## src/design/lrb_pkg.sv

```systemverilog
// lrb_pkg: shared types and constants for the lut remap / blend block
// no dependencies; imported by lrb_front, lrb_back and the top level, not by lrb_fifo

package lrb_pkg;

    localparam int CFG_W      = 13;
    localparam int IDX_W      = 2;
    localparam int COORD_W    = 12;
    localparam int WEIGHT_W   = 7;
    localparam int PIX_W      = 32;
    localparam int BYTE_W     = 8;
    localparam int NUM_BYTES  = PIX_W / BYTE_W;
    localparam int OFFSET_W   = 25;
    localparam int S_TDATA_W  = 104;
    localparam int M_TDATA_W  = 64;

    // byte times weight, and sum of two of them
    localparam int WPROD_W    = BYTE_W + WEIGHT_W;
    localparam int BSUM_W     = WPROD_W + 1;

    // divide by 100 as multiply by ceil(2^23/100), exact for sums below 2^16
    localparam int RECIP_SHIFT        = 23;
    localparam int RECIP_W            = 17;
    localparam logic [RECIP_W-1:0] RECIP_MUL = 17'd83887;
    localparam int RPROD_W            = BSUM_W + RECIP_W;

    localparam logic [CFG_W-1:0] OUT_WIDTH_RST  = 13'd1024;
    localparam logic [CFG_W-1:0] OUT_HEIGHT_RST = 13'd768;
    localparam logic [CFG_W-1:0] SRC_WIDTH_RST  = 13'd720;
    localparam logic [CFG_W-1:0] SRC_HEIGHT_RST = 13'd576;

    typedef enum logic [IDX_W-1:0] {
        REG_OUT_WIDTH  = 2'd0,
        REG_OUT_HEIGHT = 2'd1,
        REG_SRC_WIDTH  = 2'd2,
        REG_SRC_HEIGHT = 2'd3
    } cfg_reg_t;

    // classified pixel pair handed from front to back
    typedef struct packed {
        logic                blend;
        logic [WEIGHT_W-1:0] weight_a;
        logic [WEIGHT_W-1:0] weight_b;
        logic                write_enable;
        logic                frame_end;
        logic [PIX_W-1:0]    pixel_a;
        logic [PIX_W-1:0]    pixel_b;
    } pix_entry_t;

endpackage

```

## src/design/lrb_fifo.sv

```systemverilog
// lrb_fifo: small register queue between front and back of the remap block
// standalone; no package needed

module lrb_fifo #(
    parameter int WIDTH = 8,
    parameter int DEPTH = 4,
    localparam int PTR_W = (DEPTH > 1) ? $clog2(DEPTH) : 1,
    localparam int CNT_W = $clog2(DEPTH + 1)
) (
    input  logic             clk,
    input  logic             rst_n,
    input  logic             push,
    input  logic [WIDTH-1:0] push_data,
    output logic             not_full,
    input  logic             pop,
    output logic [WIDTH-1:0] pop_data,
    output logic             not_empty
);

    logic [WIDTH-1:0] mem_reg [DEPTH];
    logic [PTR_W-1:0] wr_ptr_reg, wr_ptr_next;
    logic [PTR_W-1:0] rd_ptr_reg, rd_ptr_next;
    logic [CNT_W-1:0] count_reg, count_next;

    assign not_full  = (count_reg != CNT_W'(DEPTH));
    assign not_empty = (count_reg != '0);
    assign pop_data  = mem_reg[rd_ptr_reg];

    always_comb
    begin
        wr_ptr_next = wr_ptr_reg;
        rd_ptr_next = rd_ptr_reg;
        count_next  = count_reg;
        if (push)
        begin
            wr_ptr_next = (wr_ptr_reg == PTR_W'(DEPTH - 1)) ? '0 : wr_ptr_reg + 1'b1;
        end
        if (pop)
        begin
            rd_ptr_next = (rd_ptr_reg == PTR_W'(DEPTH - 1)) ? '0 : rd_ptr_reg + 1'b1;
        end
        if (push && !pop)
        begin
            count_next = count_reg + 1'b1;
        end
        else if (pop && !push)
        begin
            count_next = count_reg - 1'b1;
        end
    end

    always_ff @(posedge clk or negedge rst_n)
    begin
        if (!rst_n)
        begin
            wr_ptr_reg <= '0;
            rd_ptr_reg <= '0;
            count_reg  <= '0;
        end
        else
        begin
            wr_ptr_reg <= wr_ptr_next;
            rd_ptr_reg <= rd_ptr_next;
            count_reg  <= count_next;
        end
    end

    always_ff @(posedge clk)
    begin
        if (push)
        begin
            mem_reg[wr_ptr_reg] <= push_data;
        end
    end

endmodule

```

## src/design/lrb_front.sv

```systemverilog
// lrb_front: config registers, raster counters and bounds check for each accepted entry
// depends on lrb_pkg; feeds lrb_fifo

module lrb_front #(
    parameter int MAX_SIDE = 4096,
    localparam int CNT_W  = $clog2(MAX_SIDE),
    localparam int SIDE_W = $clog2(MAX_SIDE + 1)
) (
    input  logic                            clk,
    input  logic                            rst_n,
    input  logic                            cfg_valid,
    output logic                            cfg_ready,
    input  logic [lrb_pkg::IDX_W-1:0]       cfg_index,
    input  logic [lrb_pkg::CFG_W-1:0]       cfg_data,
    input  logic                            s_tvalid,
    output logic                            s_tready,
    input  logic [lrb_pkg::S_TDATA_W-1:0]   s_tdata,
    input  logic                            s_tuser,
    input  logic                            q_not_full,
    output logic                            q_push,
    output lrb_pkg::pix_entry_t             q_entry,
    output logic [CNT_W-1:0]                q_row,
    output logic [CNT_W-1:0]                q_col,
    output logic [SIDE_W-1:0]               q_side
);

    import lrb_pkg::*;

    logic [CFG_W-1:0]   out_width_reg, out_height_reg, src_width_reg, src_height_reg;
    logic [CNT_W-1:0]   col_reg, col_next;
    logic [CNT_W-1:0]   row_reg, row_next;
    logic [SIDE_W-1:0]  side_w, side_h;
    logic [SIDE_W:0]    col_step, row_step;
    logic               col_wrap, row_wrap;
    logic               accept;
    logic [COORD_W-1:0] coord_x, coord_y;

    assign cfg_ready = 1'b1;
    assign s_tready  = q_not_full;
    assign accept    = s_tvalid & q_not_full;
    assign q_push    = accept;

    // sizes above the supported side act as the side itself
    assign side_w = (32'(out_width_reg) > 32'(MAX_SIDE)) ? SIDE_W'(MAX_SIDE)
                                                         : SIDE_W'(out_width_reg);
    assign side_h = (32'(out_height_reg) > 32'(MAX_SIDE)) ? SIDE_W'(MAX_SIDE)
                                                          : SIDE_W'(out_height_reg);

    assign col_step = (SIDE_W + 1)'(col_reg) + (SIDE_W + 1)'(2);
    assign row_step = (SIDE_W + 1)'(row_reg) + (SIDE_W + 1)'(1);
    assign col_wrap = (col_step >= (SIDE_W + 1)'(side_w));
    assign row_wrap = (row_step >= (SIDE_W + 1)'(side_h));

    assign coord_x = s_tdata[25:14];
    assign coord_y = s_tdata[37:26];

    always_comb
    begin
        q_entry.blend        = s_tuser;
        q_entry.weight_a     = s_tdata[6:0];
        q_entry.weight_b     = s_tdata[13:7];
        q_entry.write_enable = (CFG_W'(coord_x) < src_width_reg) &&
                               (CFG_W'(coord_y) < src_height_reg);
        q_entry.frame_end    = col_wrap & row_wrap;
        q_entry.pixel_a      = s_tdata[69:38];
        q_entry.pixel_b      = s_tdata[101:70];
    end

    assign q_row  = row_reg;
    assign q_col  = col_reg;
    assign q_side = side_w;

    always_comb
    begin
        col_next = col_reg;
        row_next = row_reg;
        if (accept)
        begin
            if (col_wrap)
            begin
                col_next = '0;
                row_next = row_wrap ? '0 : CNT_W'(row_step);
            end
            else
            begin
                col_next = CNT_W'(col_step);
            end
        end
    end

    always_ff @(posedge clk or negedge rst_n)
    begin
        if (!rst_n)
        begin
            col_reg <= '0;
            row_reg <= '0;
        end
        else
        begin
            col_reg <= col_next;
            row_reg <= row_next;
        end
    end

    always_ff @(posedge clk or negedge rst_n)
    begin
        if (!rst_n)
        begin
            out_width_reg  <= OUT_WIDTH_RST;
            out_height_reg <= OUT_HEIGHT_RST;
            src_width_reg  <= SRC_WIDTH_RST;
            src_height_reg <= SRC_HEIGHT_RST;
        end
        else if (cfg_valid)
        begin
            case (cfg_reg_t'(cfg_index))
                REG_OUT_WIDTH:  out_width_reg  <= cfg_data;
                REG_OUT_HEIGHT: out_height_reg <= cfg_data;
                REG_SRC_WIDTH:  src_width_reg  <= cfg_data;
                REG_SRC_HEIGHT: src_height_reg <= cfg_data;
                default:        ;
            endcase
        end
    end

endmodule

```

## src/design/lrb_back.sv

```systemverilog
// lrb_back: offset multiply, per-byte weighted blend and output register
// depends on lrb_pkg; drains lrb_fifo

module lrb_back #(
    parameter int MAX_SIDE = 4096,
    localparam int CNT_W  = $clog2(MAX_SIDE),
    localparam int SIDE_W = $clog2(MAX_SIDE + 1),
    localparam int MUL_W  = CNT_W + SIDE_W
) (
    input  logic                            clk,
    input  logic                            rst_n,
    input  logic                            q_not_empty,
    output logic                            q_pop,
    input  lrb_pkg::pix_entry_t             q_entry,
    input  logic [CNT_W-1:0]                q_row,
    input  logic [CNT_W-1:0]                q_col,
    input  logic [SIDE_W-1:0]               q_side,
    output logic                            m_tvalid,
    input  logic                            m_tready,
    output logic [lrb_pkg::M_TDATA_W-1:0]   m_tdata,
    output logic                            m_tuser,
    output logic                            m_tlast
);

    import lrb_pkg::*;

    logic                s1_valid_reg, s2_valid_reg, out_valid_reg;
    logic                s1_ready, s2_ready, out_ready;

    // stage 1: products
    logic [WPROD_W-1:0]  s1_prod_a_reg [NUM_BYTES];
    logic [WPROD_W-1:0]  s1_prod_b_reg [NUM_BYTES];
    logic [MUL_W-1:0]    s1_rowmul_reg;
    logic [CNT_W-1:0]    s1_col_reg;
    pix_entry_t          s1_entry_reg;

    // stage 2: divided bytes and offset
    logic [BYTE_W-1:0]   s2_byte_reg [NUM_BYTES];
    logic [OFFSET_W-1:0] s2_offset_reg;
    pix_entry_t          s2_entry_reg;

    logic [BSUM_W-1:0]   bsum [NUM_BYTES];
    logic [RPROD_W-1:0]  rprod [NUM_BYTES];
    logic [MUL_W:0]      pos_sum;
    logic [MUL_W+1:0]    byte_pos;
    logic [PIX_W-1:0]    blend_word, word_sel;

    logic [OFFSET_W-1:0] out_offset_reg;
    logic [PIX_W-1:0]    out_word_reg;
    logic                out_we_reg, out_last_reg;

    assign out_ready = !out_valid_reg || m_tready;
    assign s2_ready  = !s2_valid_reg || out_ready;
    assign s1_ready  = !s1_valid_reg || s2_ready;
    assign q_pop     = q_not_empty && s1_ready;

    always_comb
    begin
        for (int k = 0; k < NUM_BYTES; k++)
        begin
            bsum[k]  = BSUM_W'(s1_prod_a_reg[k]) + BSUM_W'(s1_prod_b_reg[k]);
            rprod[k] = RPROD_W'(bsum[k]) * RPROD_W'(RECIP_MUL);
        end
        pos_sum  = (MUL_W + 1)'(s1_rowmul_reg) + (MUL_W + 1)'(s1_col_reg);
        byte_pos = {pos_sum, 1'b0};
    end

    always_comb
    begin
        for (int k = 0; k < NUM_BYTES; k++)
        begin
            blend_word[k*BYTE_W +: BYTE_W] = s2_byte_reg[k];
        end
        if (!s2_entry_reg.write_enable)
        begin
            word_sel = '0;
        end
        else if (s2_entry_reg.blend)
        begin
            word_sel = blend_word;
        end
        else
        begin
            word_sel = s2_entry_reg.pixel_a;
        end
    end

    always_ff @(posedge clk or negedge rst_n)
    begin
        if (!rst_n)
        begin
            s1_valid_reg  <= 1'b0;
            s2_valid_reg  <= 1'b0;
            out_valid_reg <= 1'b0;
        end
        else
        begin
            if (s1_ready)
            begin
                s1_valid_reg <= q_not_empty;
            end
            if (s2_ready)
            begin
                s2_valid_reg <= s1_valid_reg;
            end
            if (out_ready)
            begin
                out_valid_reg <= s2_valid_reg;
            end
        end
    end

    always_ff @(posedge clk)
    begin
        if (s1_ready)
        begin
            for (int k = 0; k < NUM_BYTES; k++)
            begin
                s1_prod_a_reg[k] <= WPROD_W'(q_entry.pixel_a[k*BYTE_W +: BYTE_W]) *
                                    WPROD_W'(q_entry.weight_a);
                s1_prod_b_reg[k] <= WPROD_W'(q_entry.pixel_b[k*BYTE_W +: BYTE_W]) *
                                    WPROD_W'(q_entry.weight_b);
            end
            s1_rowmul_reg <= MUL_W'(q_row) * MUL_W'(q_side);
            s1_col_reg    <= q_col;
            s1_entry_reg  <= q_entry;
        end
        if (s2_ready)
        begin
            for (int k = 0; k < NUM_BYTES; k++)
            begin
                s2_byte_reg[k] <= rprod[k][RECIP_SHIFT +: BYTE_W];
            end
            s2_offset_reg <= OFFSET_W'(byte_pos);
            s2_entry_reg  <= s1_entry_reg;
        end
        if (out_ready)
        begin
            out_offset_reg <= s2_offset_reg;
            out_word_reg   <= word_sel;
            out_we_reg     <= s2_entry_reg.write_enable;
            out_last_reg   <= s2_entry_reg.frame_end;
        end
    end

    assign m_tvalid = out_valid_reg;
    assign m_tdata  = M_TDATA_W'({out_word_reg, out_offset_reg});
    assign m_tuser  = out_we_reg;
    assign m_tlast  = out_last_reg;

endmodule

```

## src/design/lut_remap_blend_yuyv_unit.sv

```systemverilog
// lut_remap_blend_yuyv_unit: top level of the lut remap and alpha blend stage
// depends on lrb_pkg, lrb_front, lrb_fifo, lrb_back
//
// Usage:
//   s_* channel takes one lookup entry per transfer: s_tuser is the blend flag,
//   s_tdata carries weights, source coordinate and both fetched source words.
//   m_* channel gives one pixel pair per entry: byte offset and result word in
//   m_tdata, write enable in m_tuser, last pair of the frame on m_tlast.
//   cfg_* writes out_width, out_height, src_width, src_height (index 0..3);
//   write only while the block is drained.
// Timing:
//   an entry accepted on s_* passes the queue register, two arithmetic stages
//   (byte*weight products with the row*width product, then the reciprocal
//   multiply for the divide by 100) and the output register before it shows
//   on m_*; one entry per cycle sustained while m_tready stays high.
//   A four-entry queue sits between the front counters and the back stages.
// Reset: raster counters go to the top-left pair, sizes take their defaults,
//   all stages and the queue empty.
// Stall: when m_tready is low the back stages hold, the queue fills and
//   s_tready drops once it is full; nothing is dropped.

module lut_remap_blend_yuyv_unit #(
    parameter int MAX_SIDE = 4096
) (
    input  logic                            clk,
    input  logic                            rst_n,
    input  logic                            cfg_valid,
    output logic                            cfg_ready,
    input  logic [lrb_pkg::IDX_W-1:0]       cfg_index,
    input  logic [lrb_pkg::CFG_W-1:0]       cfg_data,
    input  logic                            s_tvalid,
    output logic                            s_tready,
    // weight_a, weight_b, coord_x, coord_y, pixel_a, pixel_b, zero pad
    input  logic [lrb_pkg::S_TDATA_W-1:0]   s_tdata,
    // blend_enable
    input  logic                            s_tuser,
    output logic                            m_tvalid,
    input  logic                            m_tready,
    // out_offset, out_word, zero pad
    output logic [lrb_pkg::M_TDATA_W-1:0]   m_tdata,
    // write_enable
    output logic                            m_tuser,
    // frame_end
    output logic                            m_tlast
);

    import lrb_pkg::*;

    localparam int CNT_W   = $clog2(MAX_SIDE);
    localparam int SIDE_W  = $clog2(MAX_SIDE + 1);
    localparam int ENTRY_W = $bits(pix_entry_t);
    localparam int Q_W     = ENTRY_W + 2 * CNT_W + SIDE_W;
    localparam int Q_DEPTH = 4;

    pix_entry_t        fr_entry, bk_entry;
    logic [CNT_W-1:0]  fr_row, fr_col, bk_row, bk_col;
    logic [SIDE_W-1:0] fr_side, bk_side;
    logic              q_push, q_pop, q_not_full, q_not_empty;
    logic [Q_W-1:0]    q_in, q_out;

    lrb_front #(.MAX_SIDE(MAX_SIDE)) u_front (
        .clk        (clk),
        .rst_n      (rst_n),
        .cfg_valid  (cfg_valid),
        .cfg_ready  (cfg_ready),
        .cfg_index  (cfg_index),
        .cfg_data   (cfg_data),
        .s_tvalid   (s_tvalid),
        .s_tready   (s_tready),
        .s_tdata    (s_tdata),
        .s_tuser    (s_tuser),
        .q_not_full (q_not_full),
        .q_push     (q_push),
        .q_entry    (fr_entry),
        .q_row      (fr_row),
        .q_col      (fr_col),
        .q_side     (fr_side)
    );

    assign q_in = {fr_entry, fr_row, fr_col, fr_side};

    lrb_fifo #(.WIDTH(Q_W), .DEPTH(Q_DEPTH)) u_queue (
        .clk       (clk),
        .rst_n     (rst_n),
        .push      (q_push),
        .push_data (q_in),
        .not_full  (q_not_full),
        .pop       (q_pop),
        .pop_data  (q_out),
        .not_empty (q_not_empty)
    );

    assign {bk_entry, bk_row, bk_col, bk_side} = q_out;

    lrb_back #(.MAX_SIDE(MAX_SIDE)) u_back (
        .clk         (clk),
        .rst_n       (rst_n),
        .q_not_empty (q_not_empty),
        .q_pop       (q_pop),
        .q_entry     (bk_entry),
        .q_row       (bk_row),
        .q_col       (bk_col),
        .q_side      (bk_side),
        .m_tvalid    (m_tvalid),
        .m_tready    (m_tready),
        .m_tdata     (m_tdata),
        .m_tuser     (m_tuser),
        .m_tlast     (m_tlast)
    );

`ifndef ASSERT_OFF
    // a skipped write carries an all-zero word
    a_skip_zero_word: assert property (@(posedge clk) disable iff (!rst_n)
        m_tvalid && !m_tuser |-> m_tdata[56:25] == 32'd0)
        else $error("nonzero word on skipped write");

    // pixel pairs start on even byte offsets
    a_offset_even: assert property (@(posedge clk) disable iff (!rst_n)
        m_tvalid |-> m_tdata[0] == 1'b0)
        else $error("odd output offset");

    // a full queue is never empty at the same time
    a_queue_drains: assert property (@(posedge clk) disable iff (!rst_n)
        !q_not_full |-> q_not_empty)
        else $error("queue full and empty at once");
`endif

endmodule

```

## config.mk

```make
export PLATFORM = sky130hd
export DESIGN_NAME = lut_remap_blend_yuyv_unit
export DESIGN_NICKNAME = d
export VERILOG_FILES = /design/src/design/lrb_pkg.sv /design/src/design/lrb_fifo.sv /design/src/design/lrb_front.sv /design/src/design/lrb_back.sv /design/src/design/lut_remap_blend_yuyv_unit.sv
export SDC_FILE = /design/constraint.sdc
export NUM_CORES = 2
export LEC_CHECK = 0
export BUFFER_PORTS_ARGS = -buffer_cell sky130_fd_sc_hd__clkbuf_2
export CORE_UTILIZATION = 55
export DETAILED_ROUTE_END_ITERATION = 12
export HOLD_SLACK_MARGIN = 0.12
export MAX_ROUTING_LAYER = met4
export PLACE_DENSITY_LB_ADDON = 0.25
export SETUP_SLACK_MARGIN = 0.5
export SLEW_MARGIN = 20
export SYNTH_ARGS = -nofsm -noshare
export SYNTH_HDL_FRONTEND = slang
export SYNTH_HIERARCHICAL = 1
export SYNTH_SLANG_ARGS = --single-unit
```

## constraint.sdc

```tcl
create_clock -name clk -period 14.4 [get_ports clk]
set_input_delay 2.88 -clock clk [delete_from_list [all_inputs] [get_ports clk]]
set_output_delay 2.88 -clock clk [all_outputs]
set_load 0.1 [all_outputs]
```

==> results.toml <==
[sta]
fin_crit_ns = 8.502
rsz0062_at_grt = "no"
finalWorstSetupSlack_ns = 5.898
setup_viol = 0
worstMarginPinSlew_ns = 1.074
finalHoldViolCount = 0
skew_ns = 0.05035
drv_slew = 0
max_freq_mhz = 117.6
fin_setup_tns_ns = 0
fin_crit_sh_pct = 59.04
relSlewSlack_pct = 28.42

[finish]
syn_to_final_growth_pct = 7.393
largest_register_ffs = 472
utilization_pct = 59.58
final_area_mm2 = 0.07952
nNetsFinal = 8029
drive_gt1_share_pct = 9.583

[critical_path]
slowest_delay_ns = 0.65
cp_slowest_cell = "a211oi_1"
critical_path.top_delay_family = "adder cells"
r2r_start = "u_back/s1_prod_a_reg[0][0]"
endpoint_kind = "flop"
cp.required_ns = 14.80
startpoint_type = "flop"
crit_type = "reg -> reg"
worst-endpoint-arrival_ns = 8.91
r2r_slack_ns = 5.90
critPathBufInv = 6
critPathLaunch = "u_back/s1_prod_a_reg[0][0]"
crit_path_max_fanout = 6

[synth]
synth_top_area_share_pct = 32.93
synth-seq-area-share_pct = 35.82
ys_ff_latch = 897
yosys-top-cells-area = "edfxtp_1 33%, fa_1 20%, ha_1 16%"
synth_edf_count = 812
synth.most_common_cell = "inv_1"
synth-async-reset-ratio_pct = 9.476
syn_area_per_cell_um2 = 12.09
ys_types = 92
netlist_area_mm2 = 0.07404
synth_area_leader_cell = "edfxtp_1"
synth_ff_type = "edfxtp_1"
yosysWarnings = 6
syn_inst = 6126
synth.top_cells.by_count = "1164 x inv_1, 956 x ha_1, 812 x edfxtp_1"

[clock_tree]
clock_sinks = 897
clk_pin_slew_ns = 0.06
postCtsSetupRepairBufs = 0
cts_buffers = 95
cts_tree = "yes"
root_buffer = "clkbuf_16"
clock_latency_ns = 0.73
ctsResizeCount = 0
htreeDepth = 3
clockBufferDepth = 3
cts.hold.buffers_added = 0

[run]
cap_violations = 0

[grt]
grt_overflow = 0
grt_pass1_vias = 46930
grt_pass1_wl_mm = 252.4
antenna_found_initial = 25
grt_max_degree = 176
grt_usage_pct = 24.42

[route]
vias = 43930
drtIter0Drc = 2557
firstDrtPassIters = 5
routed_wl_mm = 156.0
drc = 0
postRouteAntennaNets = 0
wl_per_cell_um = 19.27
post_drt_via_cell_ratio = 5.427

[placed_design]
dpl_cell_area_mm2 = 0.07619
dpl_worst_slack_ns = 5.961
gp_congestion = 0.9215
portBuffers = 182
dp.final_hpwl_mm = 119.0

[die]
io_pins = 194
dieArea_mm2 = 0.1361
coreArea_mm2 = 0.1335
start_util_pct = 55.48
fp.dieH_um = 368.9
rows = 134
die_x_um = 368.9

[min_path]
holdCritStartpoint = "u_back/s1_entry_reg[57]"
hp-class = "reg -> reg"

[outcome]
outcome = "finished, final reports clean"
-- final timing paths --
kind,cells past startpoint,end
min,0,u_back/s2_entry_reg[57]
min reg2reg,0,u_back/s2_entry_reg[57]
min in group asynchronous,1,u_front/src_width_reg[3]
max in group asynchronous,2,u_queue/rd_ptr_reg[0]
max,28,u_back/s2_byte_reg[0][7]
max reg2reg,28,u_back/s2_byte_reg[0][7]
-- layout make-up --
cell class | instances | area, µm²
diodes | 23 | 57.56
clock buffers | 109 | 2440
clock inverters | 70 | 802.0
fillers | 10750 | 53940
inverters | 1165 | 4374
multi-input cells | 3858 | 41970
flip-flops and latches | 897 | 26530
well taps | 1768 | 2212
repair buffers | 204 | 1136
-- layout by cell type, fill, tap and decap left out, types with 15 or more instances in the layout --
| master | count |
|---|---|
| o21ai_0 | 89 |
| xnor2_1 | 167 |
| nand4_1 | 22 |
| nand2_1 | 434 |
| a31oi_1 | 17 |
| dfrtp_1 | 74 |
| o211ai_1 | 15 |
| diode_2 | 23 |
| nor2_1 | 110 |
| nand3_1 | 52 |
| inv_1 | 1163 |
| or2_2 | 21 |
| mux4_2 | 118 |
| xor2_1 | 82 |
| and2_1 | 291 |
| o21bai_1 | 38 |
| edfxtp_1 | 812 |
| fa_1 | 727 |
| o21a_1 | 15 |
| mux2i_1 | 32 |
| a211oi_1 | 19 |
| or3_1 | 23 |
| buf_4 | 19 |
| clkbuf_2 | 181 |
| clkinv_2 | 21 |
| ha_1 | 956 |
| and3_1 | 26 |
| nand2b_1 | 31 |
| mux2_2 | 57 |
| clkbuf_16 | 95 |
| a21o_1 | 67 |
| a21oi_1 | 157 |
| nor2b_1 | 51 |
| nor3_1 | 53 |
-- worst reg2reg max path: cells and delay by family (launching register included) --
family | cells | cell delay [ns]
XOR/XNOR | 2 | 0.40
AND/OR/NAND/NOR | 2 | 0.32
adder cells (fa/ha/maj) | 10 | 4.13
buffers and inverters | 6 | 0.41
AO/OA/AOI/OAI | 8 | 2.57
flip-flops | 1 | 0.36
-- cell families after synthesis --
logic type | share of synthesized area (%)
buffers and inverters | 7.586
AO/OA/AOI/OAI | 4.956
flip-flops | 35.82
XOR/XNOR | 3.079
adder cells (fa/ha/maj) | 35.81
multiplexers | 4.889
other | 0.01521
AND/OR/NAND/NOR | 7.844
-- stage by stage --
step	instances	hold slack, ns
after floorplan	6133	0.4003
after detailed placement	7891	0.4045
final	8094	0.4129
after global routing	8087	0.4219
after CTS	8070	0.4170
after global placement	7891	0.4014
-- per-layer routing --
layer	wire [µm]	track usage, %	up-vias
met1	67940	31.63	22160
li1	-	-	20660
met4	3201	5.442	0
met2	75910	40.17	888
met5	0	-	-
met3	8939	4.336	216
Power is left out: the tool's default activity adds up to more than one toggle a clock period on the data nets, which glitch-free logic cannot reach.
